File: src/bmp24_pkg.sv
package bmp24_pkg;

   localparam logic [5:0] PIXEL_START = 6'd54;
   localparam logic [5:0] WIDTH_AT    = 6'd18;
   localparam logic [5:0] HEIGHT_AT   = 6'd22;
   localparam int         DIM_BYTES   = 4;

   typedef enum logic [2:0] {
      PH_BLUE  = 3'b001,
      PH_GREEN = 3'b010,
      PH_RED   = 3'b100
   } phase_type;

   typedef struct packed {
      logic       start_of_file;
      logic [7:0] data_byte;
   } byte_beat_type;

   typedef struct packed {
      logic        last_pixel;
      logic [7:0]  blue;
      logic [7:0]  green;
      logic [7:0]  red;
      logic [11:0] pixel_y;
      logic [11:0] pixel_x;
   } pixel_type;

endpackage

File: src/bmp24_ingress.sv
module bmp24_ingress import bmp24_pkg::*; (
   input  logic          clock,
   input  logic          reset,
   input  logic          beat_valid,
   output logic          beat_ready,
   input  byte_beat_type beat_in,
   input  logic          step,
   output logic          held,
   output byte_beat_type beat_out
);

   logic          held_ff;
   logic          held_in;
   byte_beat_type beat_ff;
   logic          take;

   assign beat_ready = !held_ff || step;
   assign take       = beat_valid && beat_ready;

   always_comb begin
      held_in = held_ff;
      if (take) begin
         held_in = 1'b1;
      end else if (step) begin
         held_in = 1'b0;
      end
   end

   always_ff @(posedge clock) begin
      if (reset) begin
         held_ff <= 1'b0;
      end else begin
         held_ff <= held_in;
      end
   end

   always_ff @(posedge clock) begin
      if (take) begin
         beat_ff <= beat_in;
      end
   end

   assign held     = held_ff;
   assign beat_out = beat_ff;

endmodule

File: src/bmp24_parser.sv
module bmp24_parser import bmp24_pkg::*; #(
   parameter int MAX_WIDTH  = 4096,
   parameter int MAX_HEIGHT = 4096
) (
   input  logic          clock,
   input  logic          reset,
   input  logic          step,
   input  byte_beat_type beat,
   output logic          emit,
   output pixel_type     pixel
);

   localparam int CW = $clog2(MAX_WIDTH + 1);
   localparam int RW = $clog2(MAX_HEIGHT + 1);

   logic [5:0]    hoff_ff, hoff_in, hoff_cur;
   logic [31:0]   width_ff, width_in;
   logic [31:0]   height_ff, height_in;
   logic [CW-1:0] column_ff, column_in, column_plus;
   logic [RW-1:0] row_ff, row_in;
   phase_type     phase_ff, phase_in;
   logic [7:0]    blue_ff, blue_in;
   logic [7:0]    green_ff, green_in;
   logic [1:0]    pad_ff, pad_in;
   logic          finished_ff, finished_in;
   logic          width_ok, height_ok, dims_ok;
   logic          emit_raw;
   logic [31:0]   col_ext, row_ext;

   assign width_ok  = !width_ff[31] && (width_ff != 32'd0) && (width_ff <= 32'(MAX_WIDTH));
   assign height_ok = !height_ff[31] && (height_ff != 32'd0)
                      && (height_ff <= 32'(MAX_HEIGHT));
   assign dims_ok   = width_ok && height_ok;

   assign hoff_cur    = beat.start_of_file ? 6'd0 : hoff_ff;
   assign column_plus = column_ff + CW'(1);
   assign col_ext     = 32'(column_ff);
   assign row_ext     = 32'(row_ff);

   always_comb begin
      hoff_in     = hoff_ff;
      width_in    = width_ff;
      height_in   = height_ff;
      column_in   = column_ff;
      row_in      = row_ff;
      phase_in    = phase_ff;
      blue_in     = blue_ff;
      green_in    = green_ff;
      pad_in      = pad_ff;
      finished_in = finished_ff;
      emit_raw    = 1'b0;
      if (hoff_cur < PIXEL_START) begin
         for (int i = 0; i < DIM_BYTES; i++) begin
            if (hoff_cur == WIDTH_AT + 6'(i)) begin
               width_in[8*i +: 8] = beat.data_byte;
            end
            if (hoff_cur == HEIGHT_AT + 6'(i)) begin
               height_in[8*i +: 8] = beat.data_byte;
            end
         end
         hoff_in = hoff_cur + 6'd1;
         if (hoff_cur == PIXEL_START - 6'd1) begin
            column_in   = '0;
            row_in      = dims_ok ? height_ff[RW-1:0] - RW'(1) : '0;
            phase_in    = PH_BLUE;
            pad_in      = 2'd0;
            finished_in = !dims_ok;
         end
      end else if (!finished_ff) begin
         if (pad_ff != 2'd0) begin
            pad_in = pad_ff - 2'd1;
         end else begin
            unique case (phase_ff)
               PH_BLUE: begin
                  blue_in  = beat.data_byte;
                  phase_in = PH_GREEN;
               end
               PH_GREEN: begin
                  green_in = beat.data_byte;
                  phase_in = PH_RED;
               end
               PH_RED: begin
                  emit_raw  = 1'b1;
                  phase_in  = PH_BLUE;
                  column_in = column_plus;
                  if (column_plus == width_ff[CW-1:0]) begin
                     column_in = '0;
                     if (row_ff == '0) begin
                        finished_in = 1'b1;
                     end else begin
                        row_in = row_ff - RW'(1);
                        pad_in = width_ff[1:0];
                     end
                  end
               end
               default: begin
                  phase_in = PH_BLUE;
               end
            endcase
         end
      end
   end

   always_ff @(posedge clock) begin
      if (reset) begin
         hoff_ff     <= 6'd0;
         phase_ff    <= PH_BLUE;
         pad_ff      <= 2'd0;
         finished_ff <= 1'b0;
      end else if (step) begin
         hoff_ff     <= hoff_in;
         phase_ff    <= phase_in;
         pad_ff      <= pad_in;
         finished_ff <= finished_in;
      end
   end

   always_ff @(posedge clock) begin
      if (step) begin
         width_ff  <= width_in;
         height_ff <= height_in;
         column_ff <= column_in;
         row_ff    <= row_in;
         blue_ff   <= blue_in;
         green_ff  <= green_in;
      end
   end

   assign emit             = step && emit_raw;
   assign pixel.pixel_x    = col_ext[11:0];
   assign pixel.pixel_y    = row_ext[11:0];
   assign pixel.red        = beat.data_byte;
   assign pixel.green      = green_ff;
   assign pixel.blue       = blue_ff;
   assign pixel.last_pixel = (column_plus == width_ff[CW-1:0]) && (row_ff == '0);

endmodule

File: src/bmp24_egress.sv
module bmp24_egress import bmp24_pkg::*; (
   input  logic      clock,
   input  logic      reset,
   input  logic      load,
   input  pixel_type pixel_in,
   output logic      space,
   output logic      out_valid,
   input  logic      out_ready,
   output pixel_type pixel_out
);

   logic      valid_ff;
   logic      valid_in;
   pixel_type pixel_ff;

   assign space = !valid_ff || out_ready;

   always_comb begin
      valid_in = valid_ff;
      if (load) begin
         valid_in = 1'b1;
      end else if (out_ready) begin
         valid_in = 1'b0;
      end
   end

   always_ff @(posedge clock) begin
      if (reset) begin
         valid_ff <= 1'b0;
      end else begin
         valid_ff <= valid_in;
      end
   end

   always_ff @(posedge clock) begin
      if (load) begin
         pixel_ff <= pixel_in;
      end
   end

   assign out_valid = valid_ff;
   assign pixel_out = pixel_ff;

endmodule

File: src/bmp24_pixel_stream_decoder_unit.sv
// A taken byte waits in the ingress register; a red byte loads the rsp pixel beat.
// Throughput: one byte per cycle, held only while the result register is full
// and the sink is not ready.
// Reset is synchronous and active high; afterwards the next byte is taken as offset 0.
// Header parsing restarts whenever req_tuser marks the start of a file.
module bmp24_pixel_stream_decoder_unit import bmp24_pkg::*; #(
   parameter int MAX_WIDTH  = 4096,
   parameter int MAX_HEIGHT = 4096
) (
   input  logic        clock,
   input  logic        reset,
   input  logic        req_tvalid,
   output logic        req_tready,
   input  logic [7:0]  req_tdata,  // data_byte
   input  logic        req_tuser,  // start_of_file
   output logic        rsp_tvalid,
   input  logic        rsp_tready,
   output logic [47:0] rsp_tdata,  // pixel_x, pixel_y, red, green, blue
   output logic        rsp_tlast   // last_pixel
);

   byte_beat_type beat_in, beat_held;
   pixel_type     pixel_next, pixel_out;
   logic          held, space, step, emit;

   assign beat_in.data_byte     = req_tdata;
   assign beat_in.start_of_file = req_tuser;
   assign step                  = held && space;

   bmp24_ingress u_ingress (
      .clock      (clock),
      .reset      (reset),
      .beat_valid (req_tvalid),
      .beat_ready (req_tready),
      .beat_in    (beat_in),
      .step       (step),
      .held       (held),
      .beat_out   (beat_held)
   );

   bmp24_parser #(
      .MAX_WIDTH  (MAX_WIDTH),
      .MAX_HEIGHT (MAX_HEIGHT)
   ) u_parser (
      .clock (clock),
      .reset (reset),
      .step  (step),
      .beat  (beat_held),
      .emit  (emit),
      .pixel (pixel_next)
   );

   bmp24_egress u_egress (
      .clock     (clock),
      .reset     (reset),
      .load      (emit),
      .pixel_in  (pixel_next),
      .space     (space),
      .out_valid (rsp_tvalid),
      .out_ready (rsp_tready),
      .pixel_out (pixel_out)
   );

   assign rsp_tdata = {pixel_out.blue, pixel_out.green, pixel_out.red,
                       pixel_out.pixel_y, pixel_out.pixel_x};
   assign rsp_tlast = pixel_out.last_pixel;

endmodule

File: config.mk
export PLATFORM = sky130hd
export DESIGN_NAME = bmp24_pixel_stream_decoder_unit
export DESIGN_NICKNAME = d
export VERILOG_FILES = /design/src/bmp24_pkg.sv /design/src/bmp24_ingress.sv /design/src/bmp24_parser.sv /design/src/bmp24_egress.sv /design/src/bmp24_pixel_stream_decoder_unit.sv
export SDC_FILE = /design/constraint.sdc
export NUM_CORES = 1
export LEC_CHECK = 0
export BUFFER_PORTS_ARGS = -buffer_cell sky130_fd_sc_hd__buf_2
export CORE_AREA = 2 2 119 121
export DETAILED_ROUTE_END_ITERATION = 8
export DIE_AREA = 0 0 121 123
export HOLD_SLACK_MARGIN = 0.06
export PLACE_DENSITY = 0.75
export SYNTH_ARGS = -nofsm -noshare
export SYNTH_HDL_FRONTEND = slang
export SYNTH_SLANG_ARGS = --single-unit
File: constraint.sdc
create_clock -name clock -period 8.3 [get_ports clock]
set_input_delay 0.415 -clock clock [delete_from_list [all_inputs] [get_ports clock]]
set_output_delay 0.415 -clock clock [all_outputs]
set_load 0.005 [all_outputs]
==> metrics, run 1 <==
hold endpoint=u_ingress.beat_out[5]; RSZ-0062 raised after global routing=no; Slew headroom=0.218; period utilization=0.423; largest net degree at the start of global routing=33; final core utilization=0.622; CTS clk-pin slew, worst paths=roughly 0.07 ns; largest stage delay on the critical path=0.91 ns; DR vias/cell=5.71; Hold Path Cell Cnt=1; YS warnings=0; dpl hpwl=9.02 mm; Gate Count Post-Synth=between 400 and 500; Die Ht=~120 um; final WL=13.5 mm; CTS tree=yes; nets=584; setup total negative slack=0 ns; RR Endpoint=u_parser.row_ff[4]; DRT iter0 DRCs=~300; share of cells above drive strength 1=0.222; clock buffer depth=2; PortBufs=63; iteration count of the initial detailed-routing pass=5; fmax=between 0.2 and 0.3 GHz; core area=13,600 um2; Clock Sinks=178; DR DRC count=0; Worst Hold Margin=about 0.16 ns; postcts setup bufs=0; R2R setup slack=roughly 4.8 ns; RePlAce Congestion=0.957; pre-CTS setup slack=around 4.9 ns; sequential-to-total area share from yosys stat=0.708; clock latency on the worst-skew pair=around 0.43 ns; worst vdd ir=about 0.17 mV; Std-Cell Rows=43; Clk Tree Root Cell=clkbuf_16; Startpoint Class=flop; Top-Level Pins=64; CP Data Required Time=between 8 and 9 ns; cell area after synthesis=approximately 7300 um2; synth unique cells=66; # resized after CTS=0; Worst Skew=0.0110 ns; Worst-Margin Slew=roughly 1.2 ns; crit path DAT=3.56 ns; R2R cell count=7; Slowest cell on crit path=a21oi_1; outcome=finished clean; initial cell density of the core=0.540; commonest non-fill, non-tap cell in the layout=edfxtp_1; setup violators final=0; antenna violations before repair=0; Net Count, Synth=510; CP max FO=13; flops & latches, synth=about 180; Congestion Overflow GR=0; EDFF count, synth=~160; via count=about 4.3k; Area growth, synth to finish=15.2%; Antenna Nets Post-Route=0; Slew Viols, Final=0; CP Cell Sequence=nor2b_1, ha_1, o21ai_0, a2111o_1, a21o_1, or2_1, a21oi_1; dominant cells by area after synthesis=edfxtp_1, dfxtp_1, xnor2_1, nor2_1, nor4_1; Post-Layout Cell Count=757; Max-Cap Viols=0; ys async rst share=0; CP Capture Type=flop; die width=121 um; Setup CP Type=reg -> reg; post-synth top area cell=edfxtp_1; Leak=roughly 3 nW; Die Area=about 15,000 um2; HP Start=req_tdata[5]; first-pass GRT wire length=between 20 and 25 mm; Placed Cells=between 700 and 800; vias in the first global route=around 4.2k; worst min-delay path class=in -> reg; CTS Buf Count=17; average size of a mapped cell=approximately 15 um2; Hold-fix buffers, CTS=0; prevailing post-synth register cell=edfxtp_1; final hold vios=0; # diodes=0; Clock H-tree levels=4; Yosys top cell area share=0.670; wire length per cell=about 18 um; Pwr Density=about 210 nW/um2; most frequent cells in the layout=edfxtp_1, buf_2, nor2_1, xnor2_1, nor4_1; Tmin final=~3.5 ns; final worst slack=about 4.8 ns; Reg2Reg Launch Point=u_ingress.beat_out[8]; Overall Global Routing Usage=0.192
## metrics by stage
step | total power [mW] | cell area, um2
finish | 1.78 | 8460
global route | 1.83 | 8460
CTS | 1.79 | 8460
detailed placement | 1.03 | 7870
global placement | 1.02 | 7870
floorplan | 1.01 | 7350
## Yosys cell counts, drive strengths merged (2+ instances only)
master	number
nand3	12
a21oi	10
or3	2
nand4b	2
o21a	3
xnor3	4
buf	7
xor2	12
nor3	23
nand2b	7
ha	7
nand2	17
and3	4
o31ai	3
nor3b	5
or4	3
nor4b	4
clkbuf	6
xnor2	26
and4	2
and2	3
edfxtp	164
nor2	38
a32oi	2
inv	17
nor4	24
o22ai	12
o21ai	14
nor2b	5
or2	5
dfxtp	14
a21o	2
nand4	9
a211oi	4
## critical path, delay by kind of cell (launching register included)
kind,cells,cell delay (ns)
compound gates,4,1.73
fa+ha+maj,1,0.23
flops,1,0.54
simple gates,2,0.64
## worst max-delay path by stage
stage                               start                     to  slack, ns  cells past startpoint
detailed placement  u_ingress.beat_out[8]     u_parser.row_ff[5]       4.86                      7
floorplan           u_ingress.beat_out[8]  u_egress.pixel_out[0]       1.95                      4
global placement    u_ingress.beat_out[8]     u_parser.row_ff[4]       4.95                      7
finish              u_ingress.beat_out[8]     u_parser.row_ff[4]       4.79                      7
global route        u_ingress.beat_out[8]     u_parser.row_ff[8]       4.54                      7
CTS                 u_ingress.beat_out[8]     u_parser.row_ff[4]       4.80                      7
## report_power, final
part / total [mW] / switching (mW) / internal (mW)
Combinational: 0.0105 / 0.00620 / 0.00434
Sequential: 0.994 / 0.0141 / 0.980
Clock: 0.771 / 0.367 / 0.404
Total: 1.78 / 0.388 / 1.39
## area by class of cell
cell class	count	area, um2
fill	977	5150
tap	180	225
clock inverter	15	165
timing repair buffer	68	353
clock buffer	17	425
sequential	178	5200
inverter	17	63.8
multi-input combinational	282	2030
## cell families after synthesis
logic type | Yosys count | share of synthesized area
mux | 1 | 0.00136
compound gates | 63 | 0.0584
xor+xnor | 43 | 0.0608
fa+ha+maj | 7 | 0.0119
flops | 178 | 0.708
buf+inv | 30 | 0.0174
simple gates | 168 | 0.142
## registers in the layout (all words and copies together), names as in the netlist, 8 cells and up
register	flops
u_parser.width_ff	32
u_ingress.beat_out	9
u_parser.row_ff	13
u_parser.blue_ff	8
u_parser.column_ff	13
u_egress.pixel_out	49
u_parser.green_ff	8
u_parser.height_ff	32
## routing by layer
metal	vias up	wire length, um	GRT usage
met5	-	0	0
li1	2034	-	-
met4	0	235	0.0814
met3	25	815	0.0517
met1	2107	5610	0.244
met2	154	6890	0.313
Note: power is estimated with default switching activity, not from simulation.
==> inputs of run 2 (changes only) <==
Settings changed: ABC_AREA set to 1.
Clock period 8.3 ns to 3.62 ns, I/O delays scaled along.
==> run 2 against run 1 <==
Via count up 5.6%. First-iteration DRC count grew 46%. Largest cell class unchanged. Maximum frequency up 22%. Core utilization increased by 1.0 points. Non-clock buffer count up 18. Clock power up 130%. Register-to-register slack worse by 4.0 ns. Synthesized area down 0.61%. Total power increased by 130%. Critical path depth up 4. Cell area up 1.6%. Clock-buffer cell count did not move.
==> metrics, run 2 <==
postcts setup bufs=0; Area growth, synth to finish=17.8%; hold endpoint=u_egress.out_valid; Tot Pwr=~4.1 mW; share of cells above drive strength 1=0.215; CTS Buf Count=17; clock buffer depth=2; dpl hpwl=between 9 and 10 mm; Pwr Density=477 nW/um2; RR Endpoint=u_parser.width_ff[5]; core area=13,600 um2; clock latency on the worst-skew pair=around 0.43 ns; cell area after synthesis=7300 um2; Die Area=between 10,000 and 15,000 um2; PortBufs=63; clock share of power=0.430; flops & latches, synth=~180; Clk Tree Root Cell=clkbuf_16; Placed Area=between 7000 and 8000 um2; CP Data Required Time=~3.8 ns; most frequent cells in the layout=edfxtp_1, nand2_1, inv_1, nor2_1, buf_2; Worst Skew=0.00663 ns; DR vias/cell=between 5 and 6; Post-Layout Cell Count=~890; final core utilization=0.632; Switching Fraction=0.221; top-count cell post-synth=edfxtp_1; initial cell density of the core=0.536; die width=roughly 120 um; Overall Global Routing Usage=0.196; Comb power frac=0.012; sequential power share=0.558; setup total negative slack=0 ns; iteration count of the initial detailed-routing pass=5; Leak=roughly 3.1 nW; Clock H-tree levels=4; crit path DAT=approximately 3 ns; Antenna Nets Post-Route=0; CTS tree=yes; Slew headroom=0.523; nets=roughly 700; commonest non-fill, non-tap cell in the layout=edfxtp_1; Internal=roughly 3.2 mW; R2R cell count=11; vias in the first global route=4,415; outcome=finished clean; antenna violations before repair=0; Gate Count Post-Synth=slightly below 600; YS warnings=0; Setup CP Type=reg -> reg; Slew Viols, Final=0; final WL=13.7 mm; sw power=905 uW; wire length per cell=~15 um; Clock Sinks=178; RePlAce Congestion=0.901; post-synth top area cell=edfxtp_1; Placed Cells=roughly 840; DRT iter0 DRCs=~440; RSZ-0062 raised after global routing=no; flip-flop count of the largest register after layout=slightly below 50; sequential-to-total area share from yosys stat=0.713; setup violators final=0; via count=~4.6k; DR DRC count=0; # diodes=0; CP max FO=17; first-pass GRT wire length=21.7 mm; post-route cell area=8600 um2; Hold Path Cell Cnt=2; Die Ht=about 120 um; Yosys top cell area share=0.674; Net Count, Synth=between 600 and 700; synth unique cells=37; Congestion Overflow GR=0; largest net degree at the start of global routing=26; worst min-delay path class=in -> reg; EDFF count, synth=between 150 and 200; average size of a mapped cell=12.3 um2; Synth top cells by count=edfxtp_1, nand2_1, inv_1; Startpoint Class=flop; HP Start=reset; final hold vios=0; period utilization=0.793; CP Capture Type=flop; worst vdd ir=around 0.33 mV; Std-Cell Rows=between 40 and 50; Max-Cap Viols=0; Tmin final=roughly 2.9 ns; prevailing post-synth register cell=edfxtp_1; R2R setup slack=roughly 0.75 ns; Top-Level Pins=64; ys async rst share=0; fmax=0.348 GHz; Worst-Margin Slew=just over 0.7 ns; Reg2Reg Launch Point=u_ingress.beat_out[8]; dominant cells by area after synthesis=edfxtp_1, nand2_1, dfxtp_1, inv_1, nor2_1; CTS clk-pin slew, worst paths=0.07 ns
## run 2: cell types whose count changed after synthesis, sizes merged, moves of 10 or more
cell   before  now
nand2      17  107
inv        17   74
nor2       38   78
xnor2      26    4
nand3      12   30
a21oi      10   21
nor4       24   13
o22ai      12    2
## run 2: cells by family (layout without fill, tap and decap cells)
group / after synthesis / in the layout / synth area share
buffers and inverters: 79 / 192 / 0.0437
AND/OR/NAND/NOR: 259 / 259 / 0.166
AO/OA/AOI/OAI: 53 / 53 / 0.0456
flip-flops: 178 / 178 / 0.713
XOR/XNOR: 17 / 17 / 0.0204
adder cells (fa/ha/maj): 7 / 7 / 0.0120
## run 2: critical path, cell delays in order (launching register included)
cell and delay (ns):
edfxtp_1 0.51, inv_2 0.06, nand2_2 0.10, nor2_2 0.04, inv_2 0.05, nand2_1 0.04, nand2_1 0.41, inv_2 0.28
nor2_2 0.37, inv_1 0.19, nor4_1 0.29, buf_4 0.23
## run 2: stage by stage
step,hold slack [ns],worst slack [ns]
3_5_place_dp,0.359,0.768
6_report,0.0777,0.750
5_1_grt,0.0716,0.511
4_1_cts,0.0640,0.747
2_1_floorplan,0.280,0.342
3_3_place_gp,0.357,0.827
## run 2: layout make-up
type	instances	area, um2
tap	180	225
clock inverter	15	166
multi-input combinational	336	1790
sequential	178	5200
inverter	74	278
clock buffer	17	425
timing repair buffer	86	513
fill	1009	5010
## run 2: power groups by stage
stage | clock [mW] | combinational (mW) | sequential, mW
5_1_grt | 1.88 | 0.0545 | 2.29
3_3_place_gp | 0 | 0.0391 | 2.33
3_5_place_dp | 0 | 0.0399 | 2.34
6_report | 1.76 | 0.0482 | 2.29
4_1_cts | 1.79 | 0.0480 | 2.29
2_1_floorplan | 0 | 0.0253 | 2.31
## run 2: what timing repair did
| item | in CTS | in global routing |
|---|---|---|
| hold buffers | 10 | 0 |
| hold endpoints to repair | 10 | 0 |
| resized for setup | 0 | 0 |
## run 2: worst max path at each step
stage,cells past startpoint,endpoint,from
2_1_floorplan,10,u_egress.pixel_out[0],u_ingress.beat_out[8]
3_3_place_gp,11,u_parser.width_ff[4],u_ingress.beat_out[8]
3_5_place_dp,11,u_parser.width_ff[0],u_ingress.beat_out[8]
4_1_cts,11,u_parser.width_ff[1],u_ingress.beat_out[8]
5_1_grt,11,u_parser.height_ff[19],u_ingress.beat_out[8]
6_report,11,u_parser.width_ff[5],u_ingress.beat_out[8]
## run 2: layer usage
layer  vias up  global-route usage  wire [um]
li1       2252                   -          -
met1      2187               0.249       6060
met2       108               0.329       6880
met3        13              0.0461        605
met4         0              0.0727        176
met5         -                   0          0
==> inputs of run 3 (changes only) <==
Clock period 3.62 ns to 2.8 ns, I/O delays scaled along.
==> run 3 against run 2 <==
Via count grew 0.39%. Die area unchanged. Total power increased by 28%. Critical path depth increased by 2. Clock-buffer cell count grew 2. Core utilization grew 0.74 points. Maximum frequency grew 13%. Largest cell class unchanged. Clock skew grew 0.0051 ns. Clock power up 26%. Largest power group unchanged. Non-clock buffer count increased by 13. Critical path type unchanged. Cell count is 1.5% higher.
==> metrics, run 3 (synthesis results as in run 2) <==
Worst path depth=13; Slew Viols, Final=0; Slew headroom=0.553; first-pass GRT wire length=about 22 mm; largest stage delay on the critical path=between 0.5 and 0.6 ns; R2R cell count=13; CTS Buf Count=17; setup violators final=0; DR DRC count=0; crit path DAT=approximately 2.6 ns; Tmin final=~2.5 ns; RSZ-0062 raised after global routing=no; CP Capture Type=flop; fmax=between 0.3 and 0.4 GHz; commonest non-fill, non-tap cell in the layout=edfxtp_1; iteration count of the initial detailed-routing pass=5; HP Start=u_parser.blue_ff[0]; Fillers=about 1,000; core area=around 14,000 um2; PortBufs=63; Area growth, synth to finish=19.1%; Leak=about 3.2 nW; DR vias/cell=5.09; most frequent cells in the layout=edfxtp_1, nand2_1, inv_1, nor2_1, buf_2; CP Cell Sequence=buf_4, inv_1, nor2_2, nand2_1, nand2_1, nand2_1, nand2_1, nand2_1, nor2_1, nand2_1, nor2_4, nand3_2, a21oi_2; crit-path most repeated cell=nand2_1; antenna violations before repair=0; Reg2Reg Launch Point=u_parser.column_ff[0]; Clock Sinks=approximately 180; worst min-delay path class=reg -> reg; dpl hpwl=between 9 and 10 mm; # diodes=0; Slowest cell on crit path=a21oi_2; hold endpoint=u_egress.pixel_out[40]; final core utilization=0.639; clock buffer depth=2; Placed Area=around 8000 um2; Die Area=14,900 um2; Die Ht=approximately 120 um; die width=between 100 and 150 um; initial cell density of the core=0.536; outcome=finished clean; post-route cell area=between 8000 and 9000 um2; RePlAce Congestion=approximately 0.9; Startpoint Class=flop; Hold Path Cell Cnt=0; vias in the first global route=between 4k and 5k; wire length per cell=15.2 um; CTS clk-pin slew, worst paths=0.07 ns; Crit path buffers/inverters=2; CP Launch Point=u_parser.column_ff[0]; worst vdd ir=between 0.4 and 0.5 mV; final WL=between 10 and 15 mm; Congestion Overflow GR=0; Clock H-tree levels=4; DRT iter0 DRCs=between 300 and 400; Worst Skew=~0.012 ns; Worst-Margin Slew=about 0.67 ns; R2R setup slack=~0.26 ns; period utilization=0.908; Worst Hold Margin=between 0.4 and 0.5 ns; nets=roughly 730; final hold vios=0; via count=~4.6k; Clk Tree Root Cell=clkbuf_16; CP Data Required Time=between 2 and 3 ns; Tot Pwr=around 5.2 mW; RR Endpoint=u_parser.row_ff[5]; Overall Global Routing Usage=0.196; Top-Level Pins=64; CP max FO=13; Max-Cap Viols=0; Antenna Nets Post-Route=0; share of cells above drive strength 1=0.228; Std-Cell Rows=43; CTS tree=yes; flip-flop count of the largest register after layout=slightly below 50; Crit path max-delay family=simple AND/OR/NAND/NOR gates; largest net degree at the start of global routing=26; Setup CP Type=reg -> reg; clock latency on the worst-skew pair=around 0.44 ns; Pwr Density=602 nW/um2
## run 3: cell types whose count changed in the layout (fill, tap and decap cells not counted), moves of 2 or more
cell,before,now
dlygate4sd3_1,10,13
nor2_4,3,5
clkbuf_1,0,2
inv_8,3,1
clkinv_8,4,2
buf_4,13,23
clkinv_4,2,5
## run 3: power breakdown
| part | leakage, nW | internal, mW | total (mW) | switching [mW] |
|---|---|---|---|---|
| sequential | 1.60 | 2.91 | 2.96 | 0.0468 |
| clock | 0.270 | 1.17 | 2.21 | 1.04 |
| combinational | 1.28 | 0.0302 | 0.0683 | 0.0381 |
## run 3: area by class of cell
cell class                 count  area (um2)  area share
tap                          180         225      0.0259
timing repair buffer          99         618      0.0710
sequential                   178        5200       0.598
clock inverter                13         126      0.0145
inverter                      74         278      0.0319
clock buffer                  19         433      0.0498
multi-input combinational    336        1810       0.209
## run 3: worst max-delay path by stage
stage | endpoint | slack [ns]
3_5_place_dp | u_parser.row_ff[10] | -0.07
6_report | u_parser.row_ff[5] | 0.26
2_1_floorplan | u_egress.pixel_out[0] | -0.41
4_1_cts | u_parser.width_ff[11] | 0.16
3_3_place_gp | u_parser.row_ff[10] | 0.08
5_1_grt | u_parser.row_ff[5] | 0.02
## run 3: routing by layer
metal  share of wire  global-route usage  vias to the layer above
li1                -                   -                     2272
met1            0.42               0.230                     2175
met2            0.52               0.339                      102
met3           0.041              0.0503                       29
met4           0.027              0.0923                        0
met5               0                   0                        -
## run 3: through the flow
step                setup TNS [ns]  cells  setup WS (ns)
finish                           0    899          0.259
detailed placement          -0.883    854        -0.0685
floorplan                   -20.35    593         -0.411
global placement                 0    854         0.0768
CTS                              0    899          0.156
global route                     0    899         0.0176
## run 3: worst reg2reg max path, stage by stage (launching register included)
cell and delay, ns:
edfxtp_1 0.35, buf_4 0.13, inv_1 0.06, nor2_2 0.24, nand2_1 0.08, nand2_1 0.11
nand2_1 0.08, nand2_1 0.06, nand2_1 0.04, nor2_1 0.13, nand2_1 0.10, nor2_4 0.12
nand3_2 0.10, a21oi_2 0.57
## run 3: timing repair
item / in CTS / in global routing
hold endpoints to repair: 16 / 0
hold buffers: 13 / 0
setup endpoints to repair: 13 / 16
resized for setup: 1 / 2
buffers inserted: 0 / 0
